`src/hdl/ppm_pkg.sv`:
```
`default_nettype none

package ppm_pkg;

    // fixed field widths
    localparam int SAMPLE_W   = 16;
    localparam int TIME_W     = 32;
    localparam int VALUE_W    = 16;
    localparam int LIM_W      = 16;
    localparam int CFG_DATA_W = 64;
    localparam int CFG_IDX_W  = 3;
    localparam int TIMEOUT_W  = 32;
    localparam int NUM_SENS   = 4;
    localparam int SENS_W     = 2;
    localparam int STATUS_W   = 2;
    localparam int FRAC_BITS  = 15;

    localparam logic [VALUE_W-1:0] ONE_FX = VALUE_W'(32768);

    localparam int DEF_SAMPLE_BITS = 16;
    localparam int DEF_TIME_BITS   = 32;

    localparam logic [TIMEOUT_W-1:0] DEF_TIMEOUT = TIMEOUT_W'(100);
    localparam logic [LIM_W-1:0]     DEF_DELTA   = LIM_W'(3277);
    localparam logic [LIM_W-1:0]     DEF_CUT     = LIM_W'(8192);
    localparam logic [LIM_W-1:0]     DEF_RELEASE = LIM_W'(1638);

    typedef enum logic [STATUS_W-1:0] {
        ST_CONFIG_INVALID = 2'd0,
        ST_SAMPLE_INVALID = 2'd1,
        ST_VALID          = 2'd2
    } sensor_status_t;

    typedef enum logic [CFG_IDX_W-1:0] {
        REG_APPS1   = 3'd0,
        REG_APPS2   = 3'd1,
        REG_BRAKE_F = 3'd2,
        REG_BRAKE_R = 3'd3,
        REG_TIMEOUT = 3'd4,
        REG_DELTA   = 3'd5,
        REG_CUT     = 3'd6,
        REG_RELEASE = 3'd7
    } cfg_reg_t;

    typedef enum logic {
        CMD_SAMPLE = 1'b0,
        CMD_UPDATE = 1'b1
    } cmd_t;

    typedef enum logic [2:0] {
        S_IDLE,
        S_CONV,
        S_DIV,
        S_UPD_FLAGS,
        S_UPD_SPAN,
        S_UPD_TIME,
        S_DONE
    } seq_state_t;

endpackage

`default_nettype wire

```
`src/hdl/ppm_in_if.sv`:
```
`default_nettype none

interface ppm_in_if;
    import ppm_pkg::*;

    logic                valid;
    logic                ready;
    logic                cmd;
    logic [SENS_W-1:0]   sensor_index;
    logic [SAMPLE_W-1:0] sample;
    logic [TIME_W-1:0]   time_previous;
    logic [TIME_W-1:0]   time_current;

    modport source (
        output valid, cmd, sensor_index, sample, time_previous, time_current,
        input  ready
    );

    modport sink (
        input  valid, cmd, sensor_index, sample, time_previous, time_current,
        output ready
    );
endinterface

`default_nettype wire

```
`src/hdl/ppm_out_if.sv`:
```
`default_nettype none

interface ppm_out_if;
    import ppm_pkg::*;

    logic                valid;
    logic                ready;
    logic [STATUS_W-1:0] sensor_status;
    logic [VALUE_W-1:0]  sensor_value;
    logic [VALUE_W-1:0]  accel_request;
    logic [VALUE_W-1:0]  brake_request;
    logic                accelerating;
    logic                braking;
    logic                accel_sensors_agree;
    logic                accel_brake_ok;
    logic                plausible_now;
    logic                plausible;

    modport source (
        output valid, sensor_status, sensor_value, accel_request, brake_request,
               accelerating, braking, accel_sensors_agree, accel_brake_ok,
               plausible_now, plausible,
        input  ready
    );

    modport sink (
        input  valid, sensor_status, sensor_value, accel_request, brake_request,
               accelerating, braking, accel_sensors_agree, accel_brake_ok,
               plausible_now, plausible,
        output ready
    );
endinterface

`default_nettype wire

```
`src/hdl/pedal_plausibility_monitor.sv`:
```
// Channel   Dir   Handshake      Payload
// item      in    valid/ready    cmd, sensor_index, sample, time_previous, time_current
// result    out   valid/ready    sensor status/value, requests, check flags
// cfg       in    cfg_we         cfg_index, cfg_data (no back-pressure)
//
// One request at a time; item.ready is high only when the sequencer is idle.
// Sample request: conversion checks, then a 15-step restoring divider (one quotient
// bit per cycle) when the sample lies inside the request range. Update request:
// flags, deadline span, deadline compare/update. A finished result waits in the
// output register; a stalled result holds the sequencer in its last step. Reset
// clears all but the request, divider and payload registers; no clearing pass.
`default_nettype none

module pedal_plausibility_monitor #(
    parameter int SAMPLE_BITS = ppm_pkg::DEF_SAMPLE_BITS,
    parameter int TIME_BITS   = ppm_pkg::DEF_TIME_BITS
) (
    input  logic                            clk,
    input  logic                            rst_n,
    input  logic                            cfg_we,
    input  logic [ppm_pkg::CFG_IDX_W-1:0]   cfg_index,
    input  logic [ppm_pkg::CFG_DATA_W-1:0]  cfg_data,
    ppm_in_if.sink                          item,
    ppm_out_if.source                       result
);
    import ppm_pkg::*;

    localparam int CNT_W = $clog2(FRAC_BITS);

    // configuration
    logic [CFG_DATA_W-1:0] limits_reg [NUM_SENS];
    logic [TIMEOUT_W-1:0]  timeout_reg;
    logic [LIM_W-1:0]      delta_reg;
    logic [LIM_W-1:0]      cut_reg;
    logic [LIM_W-1:0]      release_reg;

    // sensor and update state
    logic [VALUE_W-1:0]    sens_val_reg [NUM_SENS];
    sensor_status_t        sens_st_reg  [NUM_SENS];
    logic [VALUE_W-1:0]    accel_avg_reg;
    logic [VALUE_W-1:0]    brake_avg_reg;
    logic                  accel_f_reg;
    logic                  brake_f_reg;
    logic                  agree_f_reg;
    logic                  latch_f_reg;
    logic                  now_f_reg;
    logic                  plaus_f_reg;
    logic [TIME_BITS-1:0]  deadline_reg;

    // captured request
    logic [SENS_W-1:0]     idx_reg;
    logic [SAMPLE_W-1:0]   smp_reg;
    logic [TIME_BITS-1:0]  tprev_reg;
    logic [TIME_BITS-1:0]  tcur_reg;

    // shared divider and time span
    logic [LIM_W-1:0]      rem_reg;
    logic [LIM_W-1:0]      dvs_reg;
    logic [FRAC_BITS-1:0]  quo_reg;
    logic [CNT_W-1:0]      cnt_reg;
    logic [TIME_BITS-1:0]  span_reg;

    // output register
    logic                  out_valid_reg;
    logic                  out_valid_next;
    logic [STATUS_W-1:0]   res_status_reg;
    logic [VALUE_W-1:0]    res_value_reg;
    logic [VALUE_W-1:0]    res_accel_reg;
    logic [VALUE_W-1:0]    res_brake_reg;
    logic [5:0]            res_flags_reg;

    seq_state_t            state_reg;
    seq_state_t            state_next;

    // sequencer strobes
    logic accept;
    logic do_conv;
    logic do_div;
    logic do_flags;
    logic do_span;
    logic do_time;
    logic load_out;

    // ---------------------------------------------------------------
    // limit decode
    logic [LIM_W-1:0] amin [NUM_SENS];
    logic [LIM_W-1:0] rmin [NUM_SENS];
    logic [LIM_W-1:0] rmax [NUM_SENS];
    logic [LIM_W-1:0] amax [NUM_SENS];
    logic [NUM_SENS-1:0] cfg_ok;
    sensor_status_t      status_of [NUM_SENS];

    always_comb
    begin
        for (int i = 0; i < NUM_SENS; i++)
        begin
            amin[i]      = limits_reg[i][0*LIM_W +: LIM_W];
            rmin[i]      = limits_reg[i][1*LIM_W +: LIM_W];
            rmax[i]      = limits_reg[i][2*LIM_W +: LIM_W];
            amax[i]      = limits_reg[i][3*LIM_W +: LIM_W];
            cfg_ok[i]    = (amin[i] < rmin[i]) && (rmin[i] < rmax[i]) && (rmax[i] < amax[i]);
            status_of[i] = cfg_ok[i] ? sens_st_reg[i] : ST_CONFIG_INVALID;
        end
    end

    // ---------------------------------------------------------------
    // sample conversion checks
    logic             conv_range_bad;
    logic             conv_below;
    logic             conv_inside;
    logic             conv_divide;
    logic [LIM_W-1:0] conv_num;
    logic [LIM_W-1:0] conv_den;

    always_comb
    begin
        conv_range_bad = (smp_reg < amin[idx_reg]) || (smp_reg > amax[idx_reg]);
        conv_below     = smp_reg < rmin[idx_reg];
        conv_inside    = smp_reg < rmax[idx_reg];
        conv_num       = smp_reg - rmin[idx_reg];
        conv_den       = rmax[idx_reg] - rmin[idx_reg];
        conv_divide    = cfg_ok[idx_reg] && !conv_range_bad && !conv_below && conv_inside;
    end

    // restoring divide step; remainder stays below divisor
    logic [LIM_W:0]   div_r2;
    logic [LIM_W:0]   div_diff;
    logic             div_ge;
    logic [LIM_W-1:0] rem_next;
    logic             div_last;

    always_comb
    begin
        div_r2   = {rem_reg, 1'b0};
        div_diff = div_r2 - {1'b0, dvs_reg};
        div_ge   = div_r2 >= {1'b0, dvs_reg};
        rem_next = div_ge ? div_diff[LIM_W-1:0] : div_r2[LIM_W-1:0];
        div_last = cnt_reg == CNT_W'(FRAC_BITS - 1);
    end

    // ---------------------------------------------------------------
    // update arithmetic
    logic [VALUE_W:0]   asum;
    logic [VALUE_W:0]   bsum;
    logic [VALUE_W-1:0] adiff;
    logic               upd_agree;
    logic               upd_latch;
    logic               upd_now;
    logic [TIME_BITS-1:0] elapsed;

    always_comb
    begin
        asum  = {1'b0, sens_val_reg[0]} + {1'b0, sens_val_reg[1]};
        bsum  = {1'b0, sens_val_reg[2]} + {1'b0, sens_val_reg[3]};
        adiff = (sens_val_reg[0] > sens_val_reg[1]) ? sens_val_reg[0] - sens_val_reg[1]
                                                     : sens_val_reg[1] - sens_val_reg[0];
        upd_agree = adiff <= delta_reg;
        upd_latch = latch_f_reg;
        if ((asum > {cut_reg, 1'b0}) && (bsum != '0))
            upd_latch = 1'b0;
        else if (asum < {release_reg, 1'b0})
            upd_latch = 1'b1;
        upd_now = (status_of[0] == ST_VALID) && (status_of[1] == ST_VALID) &&
                  (status_of[2] == ST_VALID) && (status_of[3] == ST_VALID) &&
                  upd_agree && upd_latch;
        elapsed = tcur_reg - tprev_reg;
    end

    // ---------------------------------------------------------------
    // sequencer
    always_comb
    begin
        state_next = state_reg;
        unique case (state_reg)
            S_IDLE:
            begin
                if (item.valid)
                    state_next = (cmd_t'(item.cmd) == CMD_UPDATE) ? S_UPD_FLAGS : S_CONV;
            end
            S_CONV:      state_next = conv_divide ? S_DIV : S_DONE;
            S_DIV:
            begin
                if (div_last)
                    state_next = S_DONE;
            end
            S_UPD_FLAGS: state_next = S_UPD_SPAN;
            S_UPD_SPAN:  state_next = S_UPD_TIME;
            S_UPD_TIME:  state_next = S_DONE;
            S_DONE:
            begin
                if (!out_valid_reg || result.ready)
                    state_next = S_IDLE;
            end
            default:     state_next = S_IDLE;
        endcase
    end

    always_comb
    begin
        item.ready = 1'b0;
        do_conv    = 1'b0;
        do_div     = 1'b0;
        do_flags   = 1'b0;
        do_span    = 1'b0;
        do_time    = 1'b0;
        load_out   = 1'b0;
        unique case (state_reg)
            S_IDLE:      item.ready = 1'b1;
            S_CONV:      do_conv    = 1'b1;
            S_DIV:       do_div     = 1'b1;
            S_UPD_FLAGS: do_flags   = 1'b1;
            S_UPD_SPAN:  do_span    = 1'b1;
            S_UPD_TIME:  do_time    = 1'b1;
            S_DONE:      load_out   = !out_valid_reg || result.ready;
            default:     item.ready = 1'b0;
        endcase
    end

    assign accept = item.valid && item.ready;

    always_ff @(posedge clk or negedge rst_n)
    begin
        if (!rst_n)
            state_reg <= S_IDLE;
        else
            state_reg <= state_next;
    end

    // ---------------------------------------------------------------
    // configuration and persistent state
    cfg_reg_t cfg_sel;
    assign cfg_sel = cfg_reg_t'(cfg_index);

    always_ff @(posedge clk or negedge rst_n)
    begin
        if (!rst_n)
        begin
            for (int i = 0; i < NUM_SENS; i++)
            begin
                limits_reg[i]   <= '0;
                sens_val_reg[i] <= '0;
                sens_st_reg[i]  <= ST_SAMPLE_INVALID;
            end
            timeout_reg   <= DEF_TIMEOUT;
            delta_reg     <= DEF_DELTA;
            cut_reg       <= DEF_CUT;
            release_reg   <= DEF_RELEASE;
            accel_avg_reg <= '0;
            brake_avg_reg <= '0;
            accel_f_reg   <= 1'b0;
            brake_f_reg   <= 1'b0;
            agree_f_reg   <= 1'b0;
            latch_f_reg   <= 1'b0;
            now_f_reg     <= 1'b0;
            plaus_f_reg   <= 1'b0;
            deadline_reg  <= '0;
        end
        else
        begin
            if (cfg_we)
            begin
                unique case (cfg_sel) inside
                    REG_APPS1, REG_APPS2, REG_BRAKE_F, REG_BRAKE_R:
                    begin
                        limits_reg[cfg_index[SENS_W-1:0]]   <= cfg_data;
                        sens_st_reg[cfg_index[SENS_W-1:0]]  <= ST_SAMPLE_INVALID;
                        sens_val_reg[cfg_index[SENS_W-1:0]] <= '0;
                    end
                    REG_TIMEOUT: timeout_reg <= cfg_data[TIMEOUT_W-1:0];
                    REG_DELTA:   delta_reg   <= cfg_data[LIM_W-1:0];
                    REG_CUT:     cut_reg     <= cfg_data[LIM_W-1:0];
                    REG_RELEASE: release_reg <= cfg_data[LIM_W-1:0];
                endcase
            end

            if (do_conv)
            begin
                if (!cfg_ok[idx_reg])
                    sens_val_reg[idx_reg] <= '0;
                else if (conv_range_bad)
                begin
                    sens_st_reg[idx_reg]  <= ST_SAMPLE_INVALID;
                    sens_val_reg[idx_reg] <= '0;
                end
                else
                begin
                    sens_st_reg[idx_reg] <= ST_VALID;
                    if (conv_below)
                        sens_val_reg[idx_reg] <= '0;
                    else if (!conv_inside)
                        sens_val_reg[idx_reg] <= ONE_FX;
                end
            end

            if (do_div && div_last)
                sens_val_reg[idx_reg] <= VALUE_W'({quo_reg[FRAC_BITS-2:0], div_ge});

            if (do_flags)
            begin
                accel_avg_reg <= asum[VALUE_W:1];
                brake_avg_reg <= bsum[VALUE_W:1];
                accel_f_reg   <= asum != '0;
                brake_f_reg   <= bsum != '0;
                agree_f_reg   <= upd_agree;
                latch_f_reg   <= upd_latch;
                now_f_reg     <= upd_now;
            end

            if (do_time)
            begin
                if (now_f_reg)
                begin
                    plaus_f_reg  <= 1'b1;
                    deadline_reg <= tcur_reg + TIME_BITS'(timeout_reg);
                end
                else if (span_reg < elapsed)
                    plaus_f_reg <= 1'b0;
            end
        end
    end

    // ---------------------------------------------------------------
    // request capture, divider and output payload
    always_ff @(posedge clk)
    begin
        if (accept)
        begin
            idx_reg   <= item.sensor_index;
            smp_reg   <= SAMPLE_W'(item.sample[SAMPLE_BITS-1:0]);
            tprev_reg <= TIME_BITS'(item.time_previous);
            tcur_reg  <= TIME_BITS'(item.time_current);
        end

        if (do_conv)
        begin
            rem_reg <= conv_num;
            dvs_reg <= conv_den;
            quo_reg <= '0;
            cnt_reg <= '0;
        end
        else if (do_div)
        begin
            rem_reg <= rem_next;
            quo_reg <= {quo_reg[FRAC_BITS-2:0], div_ge};
            cnt_reg <= cnt_reg + CNT_W'(1);
        end

        if (do_span)
            span_reg <= deadline_reg - tprev_reg;

        if (load_out)
        begin
            res_status_reg <= status_of[idx_reg];
            res_value_reg  <= sens_val_reg[idx_reg];
            res_accel_reg  <= accel_avg_reg;
            res_brake_reg  <= brake_avg_reg;
            res_flags_reg  <= {plaus_f_reg, now_f_reg, latch_f_reg,
                               agree_f_reg, brake_f_reg, accel_f_reg};
        end
    end

    always_comb
    begin
        if (load_out)
            out_valid_next = 1'b1;
        else if (result.ready)
            out_valid_next = 1'b0;
        else
            out_valid_next = out_valid_reg;
    end

    always_ff @(posedge clk or negedge rst_n)
    begin
        if (!rst_n)
            out_valid_reg <= 1'b0;
        else
            out_valid_reg <= out_valid_next;
    end

    assign result.valid               = out_valid_reg;
    assign result.sensor_status       = res_status_reg;
    assign result.sensor_value        = res_value_reg;
    assign result.accel_request       = res_accel_reg;
    assign result.brake_request       = res_brake_reg;
    assign result.accelerating        = res_flags_reg[0];
    assign result.braking             = res_flags_reg[1];
    assign result.accel_sensors_agree = res_flags_reg[2];
    assign result.accel_brake_ok      = res_flags_reg[3];
    assign result.plausible_now       = res_flags_reg[4];
    assign result.plausible           = res_flags_reg[5];

endmodule

`default_nettype wire

```
`src/flat_wrapper.sv`:
```
// flat-port wrapper written by rule: the top's interface ports become plain ports
module pedal_plausibility_monitor_flat import ppm_pkg::*;
#(
    parameter int SAMPLE_BITS = ppm_pkg::DEF_SAMPLE_BITS,
    parameter int TIME_BITS   = ppm_pkg::DEF_TIME_BITS
)
  (clk, rst_n, cfg_we, cfg_index, cfg_data, item_valid, item_cmd, item_sensor_index, item_sample, item_time_previous, item_time_current, item_ready, result_valid, result_sensor_status, result_sensor_value, result_accel_request, result_brake_request, result_accelerating, result_braking, result_accel_sensors_agree, result_accel_brake_ok, result_plausible_now, result_plausible, result_ready);
  ppm_in_if item_i ();
  ppm_out_if result_i ();
  input  logic clk;
  input  logic rst_n;
  input  logic cfg_we;
  input  logic [ppm_pkg::CFG_IDX_W-1:0] cfg_index;
  input  logic [ppm_pkg::CFG_DATA_W-1:0] cfg_data;
  input wire logic [$bits(item_i.valid)-1:0] item_valid;
  input wire logic [$bits(item_i.cmd)-1:0] item_cmd;
  input wire logic [$bits(item_i.sensor_index)-1:0] item_sensor_index;
  input wire logic [$bits(item_i.sample)-1:0] item_sample;
  input wire logic [$bits(item_i.time_previous)-1:0] item_time_previous;
  input wire logic [$bits(item_i.time_current)-1:0] item_time_current;
  output wire logic [$bits(item_i.ready)-1:0] item_ready;
  output wire logic [$bits(result_i.valid)-1:0] result_valid;
  output wire logic [$bits(result_i.sensor_status)-1:0] result_sensor_status;
  output wire logic [$bits(result_i.sensor_value)-1:0] result_sensor_value;
  output wire logic [$bits(result_i.accel_request)-1:0] result_accel_request;
  output wire logic [$bits(result_i.brake_request)-1:0] result_brake_request;
  output wire logic [$bits(result_i.accelerating)-1:0] result_accelerating;
  output wire logic [$bits(result_i.braking)-1:0] result_braking;
  output wire logic [$bits(result_i.accel_sensors_agree)-1:0] result_accel_sensors_agree;
  output wire logic [$bits(result_i.accel_brake_ok)-1:0] result_accel_brake_ok;
  output wire logic [$bits(result_i.plausible_now)-1:0] result_plausible_now;
  output wire logic [$bits(result_i.plausible)-1:0] result_plausible;
  input wire logic [$bits(result_i.ready)-1:0] result_ready;
  assign item_i.valid = item_valid;
  assign item_i.cmd = item_cmd;
  assign item_i.sensor_index = item_sensor_index;
  assign item_i.sample = item_sample;
  assign item_i.time_previous = item_time_previous;
  assign item_i.time_current = item_time_current;
  assign item_ready = item_i.ready;
  assign result_valid = result_i.valid;
  assign result_sensor_status = result_i.sensor_status;
  assign result_sensor_value = result_i.sensor_value;
  assign result_accel_request = result_i.accel_request;
  assign result_brake_request = result_i.brake_request;
  assign result_accelerating = result_i.accelerating;
  assign result_braking = result_i.braking;
  assign result_accel_sensors_agree = result_i.accel_sensors_agree;
  assign result_accel_brake_ok = result_i.accel_brake_ok;
  assign result_plausible_now = result_i.plausible_now;
  assign result_plausible = result_i.plausible;
  assign result_i.ready = result_ready;
  pedal_plausibility_monitor #(.SAMPLE_BITS(SAMPLE_BITS), .TIME_BITS(TIME_BITS)) u_core (.clk(clk), .rst_n(rst_n), .cfg_we(cfg_we), .cfg_index(cfg_index), .cfg_data(cfg_data), .item(item_i), .result(result_i));
endmodule
```
`config.mk`:
```
export PLATFORM = sky130hd
export DESIGN_NAME = pedal_plausibility_monitor_flat
export DESIGN_NICKNAME = d
export VERILOG_FILES = /design/src/hdl/ppm_pkg.sv /design/src/hdl/ppm_in_if.sv /design/src/hdl/ppm_out_if.sv /design/src/hdl/pedal_plausibility_monitor.sv /design/src/flat_wrapper.sv
export SDC_FILE = /design/constraint.sdc
export NUM_CORES = 2
export LEC_CHECK = 0
export BUFFER_PORTS_ARGS = -buffer_cell sky130_fd_sc_hd__buf_2
export CAP_MARGIN = 20
export CORE_MARGIN = 2
export CORE_UTILIZATION = 35
export DETAILED_ROUTE_END_ITERATION = 7
export PLACE_DENSITY = 0.49
export REMOVE_ABC_BUFFERS = 1
export SYNTH_ARGS = -nofsm -noshare
export SYNTH_HDL_FRONTEND = slang
export SYNTH_SLANG_ARGS = --single-unit
```
`constraint.sdc`:
```
create_clock -name clk -period 4.5 [get_ports clk]
set_input_delay 0.225 -clock clk [delete_from_list [all_inputs] [get_ports clk]]
set_output_delay 0.225 -clock clk [all_outputs]
set_load 0.02 [all_outputs]
```
Yosys cells after proc, flatten, opt, wreduce, memory -nomap -nowiden
Index checks and enable logic that the tools add are counted.
{"block": "word_totals", "inputBits": 155, "elab_cells": 232, "ff_bits": 702, "out_inout_bits": 58}
{"block": "classes", "eq_ne": 21, "n_addsub": 11, "bitwise_logic": 18, "muxes": 72, "n_lt_le_gt_ge": 27, "n_reduce_logical": 42}
{"cell": "2-to-1 mux 64 bit", "n": 9}
{"cell": "bitwise mux 256 bit", "n": 1}
{"cell": "2-to-1 mux 16 bit", "n": 16}
{"cell": "less-than comparator 16 bit", "n": 15}
{"cell": "binary-select mux 16 bit (select 2 bit)", "n": 5}
{"cell": "bitwise AND 64 bit", "n": 2}
{"cell": "demux 64 bit (select 2 bit)", "n": 1}
{"cell": "inverter 64 bit", "n": 2}
{"cell": "subtractor 16 bit", "n": 5}
{"cell": "bitwise mux 64 bit", "n": 1}
{"cell": "demux 16 bit (select 2 bit)", "n": 2}
{"cell": "subtractor 32 bit", "n": 2}
{"cell": "bitwise AND 60 bit", "n": 1}
{"cell": "inverter 60 bit", "n": 1}
{"cell": "2-to-1 mux 8 bit", "n": 5}
{"cell": "adder 16 x 16 -> 17 bit", "n": 2}
{"cell": "nonzero test 17 bit", "n": 2}
{"cell": "adder 32 bit", "n": 1}
{"cell": "> comparator 16 bit", "n": 2}
{"cell": "less-than comparator 32 bit", "n": 1}
{"cell": "== test 3 bit (second input constant)", "n": 7}
{"cell": "logical AND 1 bit", "n": 21}
{"cell": "one-hot mux 3 bit (7 select lines)", "n": 1}
{"cell": "2-to-1 mux 2 bit", "n": 9}
{"cell": "30 further kinds", "n": 77}

Longest topological paths before layout
{"block": "depth", "ltp_word": 17, "depth_mapped": 25, "depth_no_buf": 25}

Least setup slack after synthesis
No wires, ideal clock.
{"block": "synth_timing", "kind": "flip-flop to flip-flop", "start": "reg u_core.idx_reg[0]", "end": "reg u_core.sens_val_reg[53] (netlist bit)", "setup_time_ns": 0.067, "t_arrival_ns": 4.408, "synth_period_minus_slack_ns": 4.475, "stages_incl_launch_ff": 18, "path_slack_ns": 0.025, "required_ns": 4.433, "n_path_buf": 4, "path_cell_list": "edfxtp_1 -> clkbuf_1 -> clkbuf_1 -> clkbuf_1 -> mux4_2 -> ha_1 -> fa_1 -> nand2b_1 -> a21boi_1 -> a22o_1 -> o2111ai_1 -> a21oi_1 -> o31ai_2 -> a211oi_4 -> nor2b_2 -> nor3_4 -> buf_6 -> a22o_1"}
{"block": "synth_between", "elab_chain_len": 14, "elab_cells_between_ends": 36, "cone_classes": "6 x order compare; 23 x mux; 5 x bitwise; 2 x reduce/logical"}
{"item": "start: declaration", "line": "pedal_plausibility_monitor.sv:51", "text": "logic [SENS_W-1:0] idx_reg;"}
{"item": "start signal: assignment", "line": "pedal_plausibility_monitor.sv:328", "text": "idx_reg <= item.sensor_index;"}
{"item": "parallel branches: the longest is 13 deep, another holds less-than comparator 16 bit"}
{"item": "2-to-1 mux 64 bit *", "line": "pedal_plausibility_monitor.sv:295", "text": "if (do_div && div_last)"}
{"item": "end signal: indexed assignment", "line": "pedal_plausibility_monitor.sv:296", "text": "sens_val_reg[idx_reg] <= VALUE_W'({quo_reg[FRAC_BITS-2:0], div_ge});"}
{"item": "end: declaration", "line": "pedal_plausibility_monitor.sv:38", "text": "logic [VALUE_W-1:0] sens_val_reg [NUM_SENS];"}
Mark *: on every way between the ends. The select of a mux whose other input is x is not followed.
A chain may end at the register's enable or synchronous reset.

Worst setup path in the final report
{"block": "layout_timing", "start": "reg u_core.idx_reg[0]", "end": "reg u_core.dvs_reg[14], data pin"}
{"block": "layout_between", "elab_chain_len": 5, "elab_cells_between_ends": 8, "cone_classes": "1 x add/sub; 6 x mux; 1 x bitwise"}
{"item": "inverter 2 -> 3 bit (not written as such) *", "line": "pedal_plausibility_monitor.sv:121", "text": "conv_den = rmax[idx_reg] - rmin[idx_reg];"}
{"item": "binary-select mux 16 bit (select 2 bit)", "line": "pedal_plausibility_monitor.sv:121"}
{"item": "2-to-1 mux 16 bit (not written as such) (2 in a row)", "line": "pedal_plausibility_monitor.sv:121"}
{"item": "subtractor 16 bit *", "line": "pedal_plausibility_monitor.sv:121"}
{"item": "named net u_core.conv_den[14]", "line": "pedal_plausibility_monitor.sv:113", "text": "logic [LIM_W-1:0] conv_den;"}
{"item": "end signal: assignment", "line": "pedal_plausibility_monitor.sv:337", "text": "dvs_reg <= conv_den;"}
{"item": "end: declaration", "line": "pedal_plausibility_monitor.sv:58", "text": "logic [LIM_W-1:0] dvs_reg;"}
Mark *: on every way through the listed nets, which the timed path passes. The rest lies on a longest branch. The select of a mux whose other input is x is not followed.

==> impl_metrics.json <==
{
  "status": "finished with violations",
  "violations": "DRC",
  "worstHoldPathType": "in2reg",
  "ctsHtreeMaxLevel": 3,
  "finalSetupViolations": 0,
  "start_util_pct": 35.28,
  "viasPerCell": 5.165,
  "grt_pass1_vias": 32055,
  "track_usage_pct": 20.74,
  "synth_xor_xnor_area_share_pct": 3.108,
  "fin_cells": 6261,
  "synth-seq-cells": 702,
  "path_delay_family": "compound AO/OA/AOI/OAI gates",
  "die_w_um": 357.3,
  "drt_pass1_iterations": 8,
  "synth_area_leaders": "dfrtp_1 (26%), ha_1 (15%), edfxtp_1 (14%)",
  "powerDensity_nw_per_um2": 498.0,
  "clockBufferDepth": 3,
  "cp-start-kind": "register",
  "port_buffers": 212,
  "vdd_drop_max_uv": 290.7,
  "synth_top_family_by_area": "compound AO/OA/AOI/OAI gates",
  "combinationalPowerShare_pct": 36.6,
  "synth_adder_area_share_pct": 15.04,
  "path_class": "reg2reg",
  "clockPowerShare_pct": 28.1,
  "maxCapViolCount": 0,
  "drive_above_1_share_pct": 17.71,
  "cts_tree": "done",
  "yosysTopAreaCell": "dfrtp_1",
  "numClockSinks": 702,
  "yosys_warnings": 0,
  "die_height_um": 357.3,
  "hold_viol": 0,
  "num_vias": 32335,
  "cts.clk_slew.worst_paths_ns": 0.06,
  "cts_setup_buffers": 0,
  "slew_viol_final": 0,
  "setup.worst_path.end_class": "register",
  "final.min_clock_period_ns": 4.256,
  "seq_power_share_pct": 35.3,
  "worst_skew_pair.late_latency_ns": 0.68,
  "synthMuxAreaShare_pct": 10.17,
  "syn-instance-count": 4144,
  "fin_nets": 5222,
  "slew_headroom_pct": 43.90,
  "syn_area_per_cell_um2": 10.54,
  "grt_max_degree": 113,
  "detail-route-antenna-nets": 0,
  "place.gp.congestion": 0.8942,
  "root_buffer": "clkbuf_16",
  "sw_frac_of_total_pct": 36.37,
  "seq_area_frac_synth_pct": 42.38,
  "ioPinCount": 213,
  "power.internal_uw": 16370,
  "grt-ovfl-total": 0,
  "num_rows": 129,
  "worst_pin_slew_ns": 0.8416,
  "synth_compound_area_share_pct": 15.18,
  "total_leakage_power_uw": 0.02361,
  "worstPathRequired_ns": 4.91,
  "critPathArrivalTime_ns": 4.67,
  "fmax_mhz": 235.0,
  "antenna_found_initial": 14,
  "fin_skew_ns": 0.03002,
  "areaGrowthSynthToFinish_pct": 18.26,
  "worstPathMaxFanout": 14,
  "synth.distinct_cells": 93,
  "cts_buffers": 86,
  "fin_crit_sh_pct": 94.58,
  "drc_errors": 30,
  "wl_per_cell_um": 21.22,
  "place_inst": 5954,
  "final_core_util_pct": 41.73,
  "synth_top_area_share_pct": 26.41,
  "async_flop_share_pct": 68.66,
  "dp_hpwl_mm": 102.1,
  "cp_num_buf_inv": 1,
  "finalWirelength_mm": 132.8,
  "crit_slowest_cell": "mux4_2",
  "largest_register_ffs": 128,
  "cp_cell_sequence": "buf_12, mux4_2, ha_1, fa_1, nor2b_1, o21ai_0, a21boi_0, o21ai_0, a21boi_0, o2111ai_1, a31oi_1, a21o_1, a21oi_1, xnor2_1",
  "grt_pass1_wl_mm": 200.7,
  "coreArea_um2": 123800,
  "synth_ff_type": "dfrtp_1",
  "yosys.area_share.simple_pct": 9.149,
  "die_area_um2": 127600,
  "first_iter_violations": 2119,
  "synth_edf_count": 202,
  "syn-cell-area_um2": 43680,
  "power.switching_uw": 9358,
  "slowest_delay_ns": 0.56
}
## final timing paths
path	startpoint	to	slack, ns	cells past startpoint
worst min-delay path	cfg_data[1]	u_core.timeout_reg[1]	0.04	3
worst min register to register	u_core.accel_avg_reg[5]	u_core.result.accel_request[5]	0.44	0
worst max-delay path	u_core.idx_reg[0]	u_core.dvs_reg[14]	0.24	14
worst max register to register	u_core.idx_reg[0]	u_core.dvs_reg[14]	0.24	14
min in group asynchronous	rst_n	u_core.sens_val_reg[14]	0.20	2
max in group asynchronous	rst_n	u_core.limits_reg[82]	3.16	3
## power by group through the flow
| stage | clock [uW] | sequential [uW] | combinational, uW |
|---|---|---|---|
| after CTS | 7450 | 9090 | 9400 |
| after floorplan | 0 | 8970 | 6290 |
| final | 7230 | 9080 | 9410 |
| after global placement | 0 | 9200 | 9120 |
| after detailed placement | 0 | 9200 | 9240 |
| after global routing | 7700 | 9210 | 10500 |
## through the flow
step | instance area, um2 | power (uW) | TNS, ns | setup WS (ns) | hold WS, ns
after CTS | 51560 | 25940 | 0 | 0.09591 | 0.01641
after global routing | 51650 | 27450 | -0.005591 | -0.005591 | 0.02888
final | 51660 | 25730 | 0 | 0.2438 | 0.04032
after detailed placement | 47210 | 18440 | 0 | 0.1284 | 0.3291
after floorplan | 43170 | 15260 | -623.81 | -2.672 | -0.07059
after global placement | 47160 | 18320 | 0 | 0.1083 | 0.3268
## cell usage in the layout, fill, tap and decap left out, drive strengths merged, types with 26 or more instances in the layout
cell type,instances
o21a,35
a211oi,31
dlygate4sd3,142
nor2,153
xnor2,97
clkbuf,121
xor2,58
a21oi,246
nand2b,46
a22o,80
ha,509
nand4,47
dfrtp,461
mux2,222
a21o,105
edfxtp,202
inv,448
o21ai,349
nand2,342
nor3,60
o21bai,26
buf,299
nor2b,48
mux4,81
a31oi,28
nand3,44
## layout make-up
class                           instances  area (um2)
Clock inverter                         39       464.2
Sequential cell                       702       18520
Fill cell                           12020       72140
Inverter                              443        1663
Tap cell                             1637        2048
Multi-Input combinational cell       2874       23130
Clock buffer                          121        2469
Antenna cell                            4       10.01
Timing Repair Buffer                  441        3357
## Yosys cell counts (all sizes together) (33+ instances only)
cell type and number:
ha 509, dfrtp 461, inv 442, o21ai 349, nand2 342, a21oi 246, mux2 222, edfxtp 202
nor2 153, a21o 105, xnor2 97, clkbuf 92, mux4 81, a22o 80, nor3 60, xor2 58
nor2b 48, nand4 47, nand2b 46, nand3 44, o21a 35, buf 33
## timing repair
| item | 4_1_cts | 5_1_grt |
|---|---|---|
| hold buffers | 142 | 0 |
| setup endpoints to repair | 0 | 4 |
| resized for setup | 0 | 20 |
| hold endpoints to repair | 420 | 0 |
## metal layers
metal,track usage [%],wire [um],vias up
met5,0,63,-
met4,5.193,3253,10
met3,2.551,5668,150
met2,32.48,59150,656
met1,30.32,64700,15753
li1,-,-,15766
## kinds of logic (layout without fill, tap and decap cells)
kind of cell / Yosys count / in the layout
other cells: 0 / 4
buf+inv: 568 / 1044
simple gates: 842 / 842
compound gates: 1043 / 1043
flops: 702 / 702
mux: 315 / 315
fa+ha+maj: 519 / 519
xor+xnor: 155 / 155
## worst min-delay path, cell delays in order
cell and delay [ns]:
buf_2 0.19, nand2_1 0.14, o21ai_0 0.09
Note: power is estimated with default switching activity, not from simulation.
